### src/rtl/lpws_pkg.sv
// Package for the LED pulse-width serializer.
// Holds register codes, reset values, field widths and the segment record.
// No dependencies.
package lpws_pkg;

   // field widths
   localparam int unsigned PixelWidth  = 8;
   localparam int unsigned TickWidth   = 16;
   localparam int unsigned ResetWidth  = 10;
   localparam int unsigned SegWidth    = 26;
   localparam int unsigned CsrIdxWidth = 8;
   localparam int unsigned CsrDatWidth = 16;
   localparam int unsigned RspDatWidth = 32;

   // segment index: 0 is the reset segment, 1..16 are the bit segments
   localparam int unsigned SegIdxWidth = 5;
   localparam logic [SegIdxWidth-1:0] SegReset = 5'd0;
   localparam logic [SegIdxWidth-1:0] SegFirst = 5'd1;
   localparam logic [SegIdxWidth-1:0] SegFinal = 5'd16;

   // register reset values
   localparam logic [TickWidth-1:0]  BitPeriodReset = 16'd90;
   localparam logic [TickWidth-1:0]  T0HighReset    = 16'd29;
   localparam logic [TickWidth-1:0]  T1HighReset    = 16'd58;
   localparam logic [ResetWidth-1:0] ResetPerReset  = 10'd225;

   // register indexes
   typedef enum logic [CsrIdxWidth-1:0] {
      CSR_BIT_PERIOD    = 8'd0,
      CSR_T0_HIGH       = 8'd1,
      CSR_T1_HIGH       = 8'd2,
      CSR_RESET_PERIODS = 8'd3
   } csr_index_type;

   typedef struct packed {
      logic [TickWidth-1:0]  bit_period_ticks;
      logic [TickWidth-1:0]  t0_high_ticks;
      logic [TickWidth-1:0]  t1_high_ticks;
      logic [ResetWidth-1:0] reset_periods;
   } cfg_type;

   typedef struct packed {
      logic                line_level;
      logic [SegWidth-1:0] segment_ticks;
      logic                run_last;
      logic                frame_done;
   } segment_type;

endpackage

### src/rtl/led_pulse_width_serializer_core.sv
// Segments come from the byte held in lpws_gen and leave through the output register.
// Throughput: 17 segments for a byte that opens a frame, 16 otherwise, one segment per
// cycle unless the response stalls; the next byte is taken as the last segment leaves.
// Reset: timing registers return to 90/29/58 ticks and 225 periods, no frame is open,
// no data held.
// Top level of the LED pulse-width serializer; uses lpws_pkg, lpws_cfg,
// lpws_gen and lpws_out.
module led_pulse_width_serializer_core (
   input  logic                                 clock,
   input  logic                                 reset,
   // configuration writes
   input  logic                                 csr_valid,
   output logic                                 csr_ready,
   input  logic [lpws_pkg::CsrIdxWidth-1:0]     csr_index,
   input  logic [lpws_pkg::CsrDatWidth-1:0]     csr_data,
   // request stream
   input  logic                                 req_tvalid,
   output logic                                 req_tready,
   input  logic [lpws_pkg::PixelWidth-1:0]      req_tdata,  // [7:0] pixel_byte
   input  logic                                 req_tlast,  // frame_last
   // response stream
   output logic                                 rsp_tvalid,
   input  logic                                 rsp_tready,
   output logic [lpws_pkg::RspDatWidth-1:0]     rsp_tdata,  // [0] line_level, [26:1] segment_ticks
   output logic                                 rsp_tlast,  // run_last
   output logic                                 rsp_tuser   // frame_done
);
   import lpws_pkg::*;

   cfg_type     cfg;
   segment_type seg;
   segment_type rsp_seg;
   logic        seg_valid;
   logic        seg_ready;

   lpws_cfg u_cfg (
      .clock     (clock),
      .reset     (reset),
      .csr_valid (csr_valid),
      .csr_ready (csr_ready),
      .csr_index (csr_index),
      .csr_data  (csr_data),
      .cfg       (cfg)
   );

   lpws_gen u_gen (
      .clock      (clock),
      .reset      (reset),
      .cfg        (cfg),
      .req_tvalid (req_tvalid),
      .req_tready (req_tready),
      .pixel_byte (req_tdata),
      .frame_last (req_tlast),
      .seg_valid  (seg_valid),
      .seg_ready  (seg_ready),
      .seg        (seg)
   );

   lpws_out u_out (
      .clock      (clock),
      .reset      (reset),
      .seg_valid  (seg_valid),
      .seg_ready  (seg_ready),
      .seg        (seg),
      .rsp_tvalid (rsp_tvalid),
      .rsp_tready (rsp_tready),
      .rsp_seg    (rsp_seg)
   );

   // pack the response fields, zero fill to whole bytes
   assign rsp_tdata = {(RspDatWidth-SegWidth-1)'(0), rsp_seg.segment_ticks,
                       rsp_seg.line_level};
   assign rsp_tlast = rsp_seg.run_last;
   assign rsp_tuser = rsp_seg.frame_done;

endmodule

### src/rtl/lpws_cfg.sv
// Configuration registers of the LED pulse-width serializer.
// Decodes the write channel into the four timing registers.
// Depends on lpws_pkg.
module lpws_cfg (
   input  logic                                 clock,
   input  logic                                 reset,
   input  logic                                 csr_valid,
   output logic                                 csr_ready,
   input  logic [lpws_pkg::CsrIdxWidth-1:0]     csr_index,
   input  logic [lpws_pkg::CsrDatWidth-1:0]     csr_data,
   output lpws_pkg::cfg_type                    cfg
);
   import lpws_pkg::*;

   cfg_type cfg_ff;
   cfg_type cfg_in;

   // decode writes, mask each value to its register width
   always_comb begin
      cfg_in = cfg_ff;
      if (csr_valid) begin
         unique case (csr_index)
            CSR_BIT_PERIOD:    cfg_in.bit_period_ticks = csr_data;
            CSR_T0_HIGH:       cfg_in.t0_high_ticks    = csr_data;
            CSR_T1_HIGH:       cfg_in.t1_high_ticks    = csr_data;
            CSR_RESET_PERIODS: cfg_in.reset_periods    = csr_data[ResetWidth-1:0];
            default:           cfg_in = cfg_ff;
         endcase
      end
   end

   always_ff @(posedge clock) begin
      if (reset) begin
         cfg_ff.bit_period_ticks <= BitPeriodReset;
         cfg_ff.t0_high_ticks    <= T0HighReset;
         cfg_ff.t1_high_ticks    <= T1HighReset;
         cfg_ff.reset_periods    <= ResetPerReset;
      end else begin
         cfg_ff <= cfg_in;
      end
   end

   assign csr_ready = 1'b1;
   assign cfg       = cfg_ff;

endmodule

### src/rtl/lpws_gen.sv
// Segment generator of the LED pulse-width serializer.
// Holds one byte; steps through its segments (reset segment at frame start) one per cycle unless stalled.
// Depends on lpws_pkg.
module lpws_gen (
   input  logic                                 clock,
   input  logic                                 reset,
   input  lpws_pkg::cfg_type                    cfg,
   input  logic                                 req_tvalid,
   output logic                                 req_tready,
   input  logic [lpws_pkg::PixelWidth-1:0]      pixel_byte,
   input  logic                                 frame_last,
   output logic                                 seg_valid,
   input  logic                                 seg_ready,
   output lpws_pkg::segment_type                seg
);
   import lpws_pkg::*;

   logic                   busy_ff, busy_in;
   logic                   in_frame_ff, in_frame_in;
   logic [SegIdxWidth-1:0] idx_ff, idx_in;
   logic [PixelWidth-1:0]  byte_ff;
   logic                   last_ff;

   logic                   accept;
   logic                   advance;
   logic                   final_seg;
   logic [SegIdxWidth-1:0] seg_num;
   logic                   bit_val;
   logic [TickWidth-1:0]   high_ticks;
   logic [TickWidth-1:0]   low_ticks;

   // request handshake: free slot, or the held byte leaves this cycle
   assign advance    = busy_ff && seg_ready;
   assign final_seg  = (idx_ff == SegFinal);
   assign req_tready = !busy_ff || (advance && final_seg);
   assign accept     = req_tvalid && req_tready;

   // next state of the sequencer
   always_comb begin
      busy_in     = busy_ff;
      idx_in      = idx_ff;
      in_frame_in = in_frame_ff;
      if (advance) begin
         idx_in = idx_ff + SegFirst;
         if (final_seg) begin
            busy_in = 1'b0;
         end
      end
      if (accept) begin
         busy_in     = 1'b1;
         idx_in      = in_frame_ff ? SegFirst : SegReset;
         in_frame_in = !frame_last;
      end
   end

   always_ff @(posedge clock) begin
      if (reset) begin
         busy_ff     <= 1'b0;
         in_frame_ff <= 1'b0;
         idx_ff      <= SegReset;
      end else begin
         busy_ff     <= busy_in;
         in_frame_ff <= in_frame_in;
         idx_ff      <= idx_in;
      end
   end

   // hold the byte payload
   always_ff @(posedge clock) begin
      if (accept) begin
         byte_ff <= pixel_byte;
         last_ff <= frame_last;
      end
   end

   // pick the bit, MSB first; even offsets are high segments
   assign seg_num    = idx_ff - SegFirst;
   assign bit_val    = byte_ff[~seg_num[3:1]];
   assign high_ticks = bit_val ? cfg.t1_high_ticks : cfg.t0_high_ticks;
   assign low_ticks  = (high_ticks < cfg.bit_period_ticks) ?
                       (cfg.bit_period_ticks - high_ticks) : '0;

   // build the current segment
   always_comb begin
      seg.line_level = 1'b0;
      seg.run_last   = 1'b0;
      seg.frame_done = 1'b0;
      if (idx_ff == SegReset) begin
         seg.segment_ticks = SegWidth'(cfg.reset_periods) * SegWidth'(cfg.bit_period_ticks);
      end else if (!seg_num[0]) begin
         seg.line_level    = 1'b1;
         seg.segment_ticks = SegWidth'(high_ticks);
      end else begin
         seg.segment_ticks = SegWidth'(low_ticks);
         seg.run_last      = final_seg;
         seg.frame_done    = final_seg && last_ff;
      end
   end

   assign seg_valid = busy_ff;

   // index stays within the segment range while a byte is held
   assert property (@(posedge clock) disable iff (reset)
      busy_ff |-> (idx_ff <= SegFinal))
      else $error("segment index out of range");

   // a byte that closes a frame leaves the frame closed
   assert property (@(posedge clock) disable iff (reset)
      (accept && frame_last) |=> !in_frame_ff)
      else $error("frame not closed after last byte");

   // a byte opening a frame starts with the reset segment
   assert property (@(posedge clock) disable iff (reset)
      (accept && !in_frame_ff) |=> (idx_ff == SegReset))
      else $error("reset segment skipped at frame start");

   // the slot frees only after the final segment is taken
   assert property (@(posedge clock) disable iff (reset)
      (busy_ff && !(advance && final_seg)) |=> busy_ff)
      else $error("byte dropped before its final segment");

endmodule

### src/rtl/lpws_out.sv
// Output register of the LED pulse-width serializer.
// Registers each segment and holds it until the response side takes it.
// Depends on lpws_pkg.
module lpws_out (
   input  logic                    clock,
   input  logic                    reset,
   input  logic                    seg_valid,
   output logic                    seg_ready,
   input  lpws_pkg::segment_type   seg,
   output logic                    rsp_tvalid,
   input  logic                    rsp_tready,
   output lpws_pkg::segment_type   rsp_seg
);
   import lpws_pkg::*;

   logic        valid_ff, valid_in;
   segment_type seg_ff;

   // take a new segment when empty or when the held one leaves
   assign seg_ready = !valid_ff || rsp_tready;
   assign valid_in  = seg_ready ? seg_valid : valid_ff;

   always_ff @(posedge clock) begin
      if (reset) begin
         valid_ff <= 1'b0;
      end else begin
         valid_ff <= valid_in;
      end
   end

   always_ff @(posedge clock) begin
      if (seg_ready && seg_valid) begin
         seg_ff <= seg;
      end
   end

   assign rsp_tvalid = valid_ff;
   assign rsp_seg    = seg_ff;

endmodule

### config.mk
export PLATFORM = sky130hd
export DESIGN_NAME = led_pulse_width_serializer_core
export DESIGN_NICKNAME = d
export VERILOG_FILES = /design/src/rtl/lpws_pkg.sv /design/src/rtl/led_pulse_width_serializer_core.sv /design/src/rtl/lpws_cfg.sv /design/src/rtl/lpws_gen.sv /design/src/rtl/lpws_out.sv
export SDC_FILE = /design/constraint.sdc
export NUM_CORES = 1
export LEC_CHECK = 0
export BUFFER_PORTS_ARGS = -buffer_cell sky130_fd_sc_hd__buf_2
export CORE_MARGIN = 2
export CORE_UTILIZATION = 40
export DETAILED_ROUTE_END_ITERATION = 8
export HOLD_SLACK_MARGIN = 0.15
export PLACE_DENSITY = 0.57
export SLEW_MARGIN = 20
export SYNTH_ARGS = -nofsm -noshare
export SYNTH_HDL_FRONTEND = slang
export SYNTH_SLANG_ARGS = --single-unit
### constraint.sdc
create_clock -name clock -period 17.3 [get_ports clock]
set_clock_uncertainty 0.15 [all_clocks]
set_input_delay 2.595 -clock clock [delete_from_list [all_inputs] [get_ports clock]]
set_output_delay 2.595 -clock clock [all_outputs]
set_load 0.03 [all_outputs]
==> summary.txt, run 1 <==
Run status
  • Status: completed

Die
  • Die X: 164 um
  • I/O Pins: 75
  • Row count: 58
  • Starting Density: 40.5%
  • Core box area: 25100 um2
  • Die ar.: 26700 um2
  • Die height: 164 um

Timing
  • Min Tclk post-route: 6.16 ns
  • Final Hold Viols: 0
  • RSZ-0062 raised after global routing: no
  • # setup viols final: 0
  • Least-Margin Pin Slew: 0.976 ns
  • Total Neg Setup Slack: 0 ns
  • Max-slew violation count: 0
  • Max-slew headroom: 34.8%
  • Fmax: 162 MHz
  • Tcrit/Tclk final: 35.6%

Yosys
  • Post-Syn Area per Cell: 9.24 um2
  • Cell variety after synth: 61
  • Synth Cell Area: 10200 um2
  • EDFF count, synth: 38
  • Post-synthesis cell count: 1102
  • Sequential share of the synthesized area: 24.2%
  • Synth async-reset ratio: 0%
  • Synthesis warning total: 0
  • Predominant post-synthesis flop cell: dfxtp_1
  • Register bit total from synthesis: 104

Pwr
  • Sw Share: 30.1%
  • Clock Power Share: 34.2%
  • P_sw: 0.173 mW
  • Peak supply drop: 53.9 uV
  • Power Density: 52.3 nW/um2
  • Register share of total power: 46.3%
  • Static Leakage: 5.26 nW
  • Logic pwr share: 19.5%
  • Pint: 0.402 mW

Clock tree
  • Clk root buf: clkbuf_16
  • CTS clk-pin slew, worst paths: 0.07 ns
  • Clk buf depth: 2
  • Num CTS Buffers: 9
  • Post-CTS Hold Buffers: 0
  • CTS resizes: 0
  • Clock Sinks: 104
  • Clock Latency Late Sink: 0.36 ns
  • Post-CTS Repair Setup Buffers: 0
  • CTS tree: yes
  • CTS H-tree lvls: 3

Layout
  • Post-route cell area: 11000 um2
  • Ant. Diodes: 0
  • Filler cell count: 2530
  • Area Growth Syn to Fin: 8.11%
  • Most common cell after layout, fill and taps aside: nand2_1
  • Nets: 1358
  • Share of cells above drive strength 1: 9.07%
  • Commonest cells after routing, fill and taps aside: nand2_1, inv_1, fa_1, and2_1, ha_1

Global routing
  • Number of global-route vias before repair: 7837
  • First-pass GRT wire length: 41.6 mm
  • Initial antenna violation count: 1
  • Remaining Overflow, GRT: 0
  • Tot GR Track Use: 19.9%
  • Pin count of the biggest net entering global routing: 67

Routing
  • WL/cell: 17.0 um
  • Post-Route WL: 25.0 mm
  • Routed vias/inst: 5.21
  • # DRC: 0
  • DR vias: 7632
  • DR iter-0 viols: 401
  • First-pass DRT Iterations: 5
  • Post-route ant nets: 0

Critical path
  • Slowest CP cell: dfxtp_1
  • Delay-heaviest family, CP: adder cells
  • CP Cell Sequence: nand2_1 -> fa_1 -> inv_1 -> fa_1 -> inv_1 -> fa_1 -> inv_1 -> fa_1 -> inv_1 -> fa_1 -> inv_1 -> ha_1 -> a21o_1 -> a221oi_1 -> o21ai_0 -> a21o_1 -> a21boi_0 -> o21ai_0 -> a21bo_2
  • CP arrival: 6.13 ns
  • Worst setup EP type: flip-flop
  • CP Class: reg -> reg
  • Flop-to-flop setup slack: 11.14 ns
  • WP buf/inv: 5
  • Largest stage delay on the critical path: 0.70 ns
  • Startpoint Class: flip-flop
  • WP data required: 17.27 ns
  • CP Max Fanout: 17

Place
  • Dpl hpwl: 19.2 mm
  • Buffers on Ports: 68
  • Routability congestion estimate: 0.879
  • Cell Area, Placed: 10700 um2

Hold path
  • Worst hold path type: reg -> reg

Job
  • Max-cap viol count: 0
## metrics by stage
step / cells / worst slack, ns / utilization [%] / hold slack, ns / total power [mW]
6_report: 1465 / 11.14 / 43.8 / 0.311 / 0.575
3_3_place_gp: 1449 / 11.27 / 42.7 / 0.291 / 0.384
5_1_grt: 1465 / 10.79 / 43.8 / 0.331 / 0.601
4_1_cts: 1465 / 11.11 / 43.8 / 0.308 / 0.581
3_5_place_dp: 1449 / 11.11 / 42.7 / 0.298 / 0.384
2_1_floorplan: 1106 / 11.15 / - / 0.281 / 0.354
## Yosys cell counts, types with 2 or more instances
library cell  count  share of area [%]
clkbuf_1         44                1.6
dfxtp_1          66                 13
buf_4             9               0.66
a21boi_0          3               0.22
o22ai_1           2               0.12
inv_1           133                4.9
fa_1            111                 22
o2111ai_1         3               0.26
a21oi_1          45                2.2
o211ai_1          2               0.15
edfxtp_1         38                 11
buf_1             7               0.26
nor2_1           72                2.7
mux2i_1          46                4.5
nand2b_1          2               0.12
a211o_1          13                1.1
nor2b_1           8               0.49
conb_1            2              0.074
a31oi_1           4               0.25
a21o_1           24                1.8
xnor2_1          21                1.8
nand3_1          15               0.74
nand2_1         134                4.9
and2_1           93                5.7
o221ai_2          2               0.30
a221oi_1          2               0.17
and3_1            3               0.18
o21a_1            3               0.22
a211oi_1          4               0.30
nor3_1            8               0.39
a2111oi_0         3               0.26
o211a_1           2               0.20
ha_1             79                9.7
nand4_1           8               0.49
o221ai_1         13                1.1
o21bai_1          4               0.30
a311oi_1          2               0.17
buf_2             2              0.098
nand3b_1         10               0.74
o21ai_0          20               0.98
xor2_1           19                1.6
or2_2             2               0.12
## layer usage
metal	GRT usage, %	vias up	part of all wire, %
met5	0	-	0
met4	5.18	0	2.0
met3	3.10	34	4.5
met2	34.0	166	48
met1	26.4	3774	45
li1	-	3658	-
## state kept, by name, indices dropped and copies added (netlist names)
| signal | cells |
|---|---|
| u_gen.seg_valid | 1 |
| u_out.rsp_seg | 29 |
| u_gen.idx_ff | 5 |
| u_gen.last_ff | 1 |
| u_out.rsp_tvalid | 1 |
| u_gen.byte_ff | 8 |
| u_gen.in_frame_ff | 1 |
| u_cfg.cfg | 58 |
## power groups by stage
| stage | registers (mW) | logic (mW) | clock network [mW] |
|---|---|---|---|
| 6_report | 0.266 | 0.112 | 0.197 |
| 5_1_grt | 0.267 | 0.123 | 0.211 |
| 4_1_cts | 0.267 | 0.112 | 0.203 |
| 3_5_place_dp | 0.272 | 0.112 | 0 |
| 3_3_place_gp | 0.272 | 0.112 | 0 |
| 2_1_floorplan | 0.282 | 0.0724 | 0 |
## path summary, 6_finish.rpt
path	start	end	cells past startpoint
hold / removal	u_cfg.cfg[20]	u_cfg.cfg[20]	2
setup reg to reg	u_cfg.cfg[1]	u_out.rsp_seg[27]	19
setup / recovery	u_cfg.cfg[1]	u_out.rsp_seg[27]	19
hold reg to reg	u_cfg.cfg[20]	u_cfg.cfg[20]	2
## tightest hold or removal path: stages (launching register included)
cell and delay, ns:
dfxtp_1 0.31, nand2_1 0.05, a21oi_1 0.05
## cells by family after synthesis
family / count (synthesis) / share of synthesized area [%]
muxes: 47 / 4.63
DFF: 104 / 24.2
adders and majority gates: 190 / 31.5
xor gates and xnor gates: 40 / 3.44
AOI/OAI and AO/OA: 161 / 11.1
other: 2 / 0.0738
buffers and inverters: 198 / 7.86
and+or+nand+nor: 360 / 17.2
## final cells by class
type	instances	area, um2	area share, %
Inverter	133	499	4.54
Tap cell	330	413	3.75
Sequential cell	104	2460	22.4
Multi-Input combinational cell	804	6940	63.1
Timing Repair Buffer	78	415	3.78
Clock buffer	11	233	2.12
Clock inverter	5	41.3	0.375
(Power assumes the default switching activity.)
==> inputs of run 2 (changes only) <==
- ABC_AREA: unset -> 1
- clock period: 17.3 -> 6.2 ns (I/O delays scaled with it)
==> run 2 against run 1 <==
Compared with the run above:
- maximum frequency up 9.3%
- wire length grew 20%
- sequential share of layout area down 2.2 points
- largest power group unchanged
- largest cell class unchanged
==> summary.txt, run 2 <==
Routing
  • # DRC: 0
  • Post-route ant nets: 0
  • DR iter-0 viols: 594
  • DR vias: 9751
  • Routed vias/inst: 4.81
  • WL/cell: 14.8 um
  • First-pass DRT Iterations: 5
  • Post-Route WL: 30.0 mm

Die
  • Core box area: 27700 um2
  • Die X: 171 um
  • Die ar.: 29400 um2
  • Row count: 61
  • Starting Density: 40.5%
  • Die height: 171 um
  • I/O Pins: 75

Critical path
  • CP arrival: 5.57 ns
  • CP Class: reg -> reg
  • CP Cell Sequence: nand2_1 -> fa_1 -> inv_1 -> fa_1 -> inv_1 -> fa_1 -> inv_1 -> fa_1 -> inv_1 -> fa_1 -> inv_1 -> ha_1 -> nand2_1 -> nor2_1 -> nand2_1 -> nand2_1 -> nand2_1 -> nand2_1 -> nand2_1 -> nand3_1 -> nand3_1
  • Worst r2r path cells: 21
  • FF-to-FF End: u_out.rsp_seg[15]
  • Flop-to-flop setup slack: 0.56 ns
  • Worst setup EP type: flip-flop
  • Largest stage delay on the critical path: 0.78 ns
  • Most used cell, CP: nand2_1
  • WP data required: 6.13 ns
  • FF-to-FF Start: u_cfg.cfg[49]
  • CP Max Fanout: 12
  • Startpoint Class: flip-flop
  • Slowest CP cell: dfxtp_1

Layout
  • Filler cell count: 2867
  • Area Growth Syn to Fin: 8.52%
  • Ant. Diodes: 0
  • Largest register FFs: 58
  • Nets: 1871
  • Share of cells above drive strength 1: 7.46%
  • Non-Filler Instances: 2026
  • Commonest cells after routing, fill and taps aside: nand2_1, inv_1, fa_1, nand3_1, nor2_1
  • Most common cell after layout, fill and taps aside: nand2_1

Pwr
  • P_sw: 0.739 mW
  • Static Leakage: 6.87 nW
  • Power, Total: 1.99 mW
  • Pint: 1.25 mW
  • Power Density: 163 nW/um2
  • Clock Power Share: 29.7%
  • Sw Share: 37.2%
  • Register share of total power: 37.6%
  • Logic pwr share: 32.7%
  • Peak supply drop: 154 uV

Hold path
  • Hold_sp: u_cfg.cfg[39]
  • Worst hold path type: reg -> reg
  • Hold path cells: 2
  • Hold endpoint: u_cfg.cfg[39]

Yosys
  • Post-synthesis cell count: 1610
  • Predominant post-synthesis flop cell: dfxtp_1
  • Cell variety after synth: 39
  • Synthesis warning total: 0
  • Synth top area share: 19.8%
  • Commonest cells in the netlist: nand2_1, inv_1, fa_1
  • Register bit total from synthesis: 104
  • Post-Syn Area per Cell: 6.97 um2
  • Synth async-reset ratio: 0%
  • EDFF count, synth: 38
  • Top cells by area, synth: fa_1, nand2_1, inv_1
  • Cell accounting for the most synthesized area: fa_1
  • Sequential share of the synthesized area: 21.9%
  • Synth Cell Area: 11200 um2
  • Most frequent cell after synthesis: nand2_1

Clock tree
  • CTS clk-pin slew, worst paths: 0.07 ns
  • CTS tree: yes
  • Clk root buf: clkbuf_16
  • Post-CTS Repair Setup Buffers: 0
  • Clock Latency Late Sink: 0.36 ns
  • Clock Sinks: 104
  • Clk buf depth: 2
  • CTS resizes: 0
  • Post-CTS Hold Buffers: 0
  • CTS H-tree lvls: 3
  • Num CTS Buffers: 9

Job
  • Max-cap viol count: 0

Place
  • Routability congestion estimate: 0.937
  • Dpl hpwl: 24.6 mm
  • DP Cell Count: 2010
  • Buffers on Ports: 68

Timing
  • Fmax: 177 MHz
  • Total Neg Setup Slack: 0 ns
  • Min Tclk post-route: 5.64 ns
  • Max-slew headroom: 32.3%
  • Tcrit/Tclk final: 90.9%
  • RSZ-0062 raised after global routing: no
  • Final Hold Viols: 0
  • Least-Margin Pin Slew: 1.01 ns
  • # setup viols final: 0
  • Max-slew violation count: 0

Global routing
  • Pin count of the biggest net entering global routing: 62
  • Remaining Overflow, GRT: 0
  • Number of global-route vias before repair: 9651
  • First-pass GRT wire length: 50.0 mm
  • Initial antenna violation count: 0
  • Tot GR Track Use: 21.8%

Run status
  • Status: completed
## run 2: changes by cell type in the layout (fill, tap and decap cells not counted), sizes merged, moves of 10 or more
| cell | before | now |
|---|---|---|
| mux2i | 46 | 0 |
| nand3 | 15 | 102 |
| o21ai | 21 | 61 |
| a21oi | 45 | 78 |
| xnor2 | 21 | 3 |
| nand2 | 134 | 486 |
| xor2 | 19 | 9 |
| nor2 | 72 | 89 |
| a21o | 24 | 0 |
| inv | 135 | 373 |
| a211o | 13 | 0 |
| o221ai | 15 | 0 |
| and2 | 93 | 5 |
## run 2: cells by family (layout without fill, tap and decap cells)
group                      Yosys count  after routing  synth area share (%)
other                                2              6                0.0669
buffers and inverters              439            473                  15.2
xor gates and xnor gates            12             12                 0.937
DFF                                104            104                  21.9
and+or+nand+nor                    711            711                  26.2
adders and majority gates          190            190                  28.6
AOI/OAI and AO/OA                  152            152                  7.11
## run 2: worst max-delay path: cells and delay by family (launching register included)
| family | cells | cell delay, ns |
|---|---|---|
| fa+ha+maj | 6 | 2.92 |
| buf+inv | 5 | 0.25 |
| flops | 1 | 0.78 |
| simple gates | 10 | 1.26 |
## run 2: worst max-delay path by stage
stage / start / to / slack [ns]
after floorplan: u_cfg.cfg[1] / u_out.rsp_seg[26] / 1.19
after global placement: u_cfg.cfg[1] / u_out.rsp_seg[15] / 0.61
after detailed placement: u_cfg.cfg[1] / u_out.rsp_seg[15] / 0.62
after CTS: u_cfg.cfg[1] / u_out.rsp_seg[15] / 0.55
after global routing: u_cfg.cfg[1] / u_out.rsp_seg[15] / 0.22
final: u_cfg.cfg[49] / u_out.rsp_seg[15] / 0.56
## run 2: per-stage QoR
stage / utilization [%] / setup slack (ns) / hold WS (ns) / area (um2)
floorplan: - / 1.19 / 0.270 / 11200
global placement: 42.9 / 0.608 / 0.292 / 11900
detailed placement: 42.9 / 0.624 / 0.295 / 11900
CTS: 43.9 / 0.554 / 0.307 / 12200
global route: 44.0 / 0.222 / 0.324 / 12200
finish: 44.0 / 0.562 / 0.303 / 12200
## run 2: layer usage
layer,vias to the layer above,GRT usage [%],wire length [um]
li1,4906,-,-
met2,224,36.5,14000
met3,22,2.58,1420
met4,0,4.35,392
met1,4599,30.4,14100
met5,-,0,0
## run 2: area by class of cell
| type | count | area, um2 | share of cell area (%) |
|---|---|---|---|
| clock inverter | 5 | 35.0 | 0.288 |
| multi-input combinational | 1071 | 7080 | 58.1 |
| timing repair buffer | 85 | 468 | 3.84 |
| clock buffer | 11 | 264 | 2.17 |
| inverter | 372 | 1400 | 11.5 |
| tap | 378 | 473 | 3.88 |
| sequential | 104 | 2460 | 20.2 |
## run 2: power groups by stage
stage / Sequential (mW) / Clock [mW] / Combinational, mW
6_report: 0.746 / 0.590 / 0.650
2_1_floorplan: 0.789 / 0 / 0.458
3_3_place_gp: 0.763 / 0 / 0.643
3_5_place_dp: 0.762 / 0 / 0.645
4_1_cts: 0.747 / 0.602 / 0.648
5_1_grt: 0.749 / 0.632 / 0.733
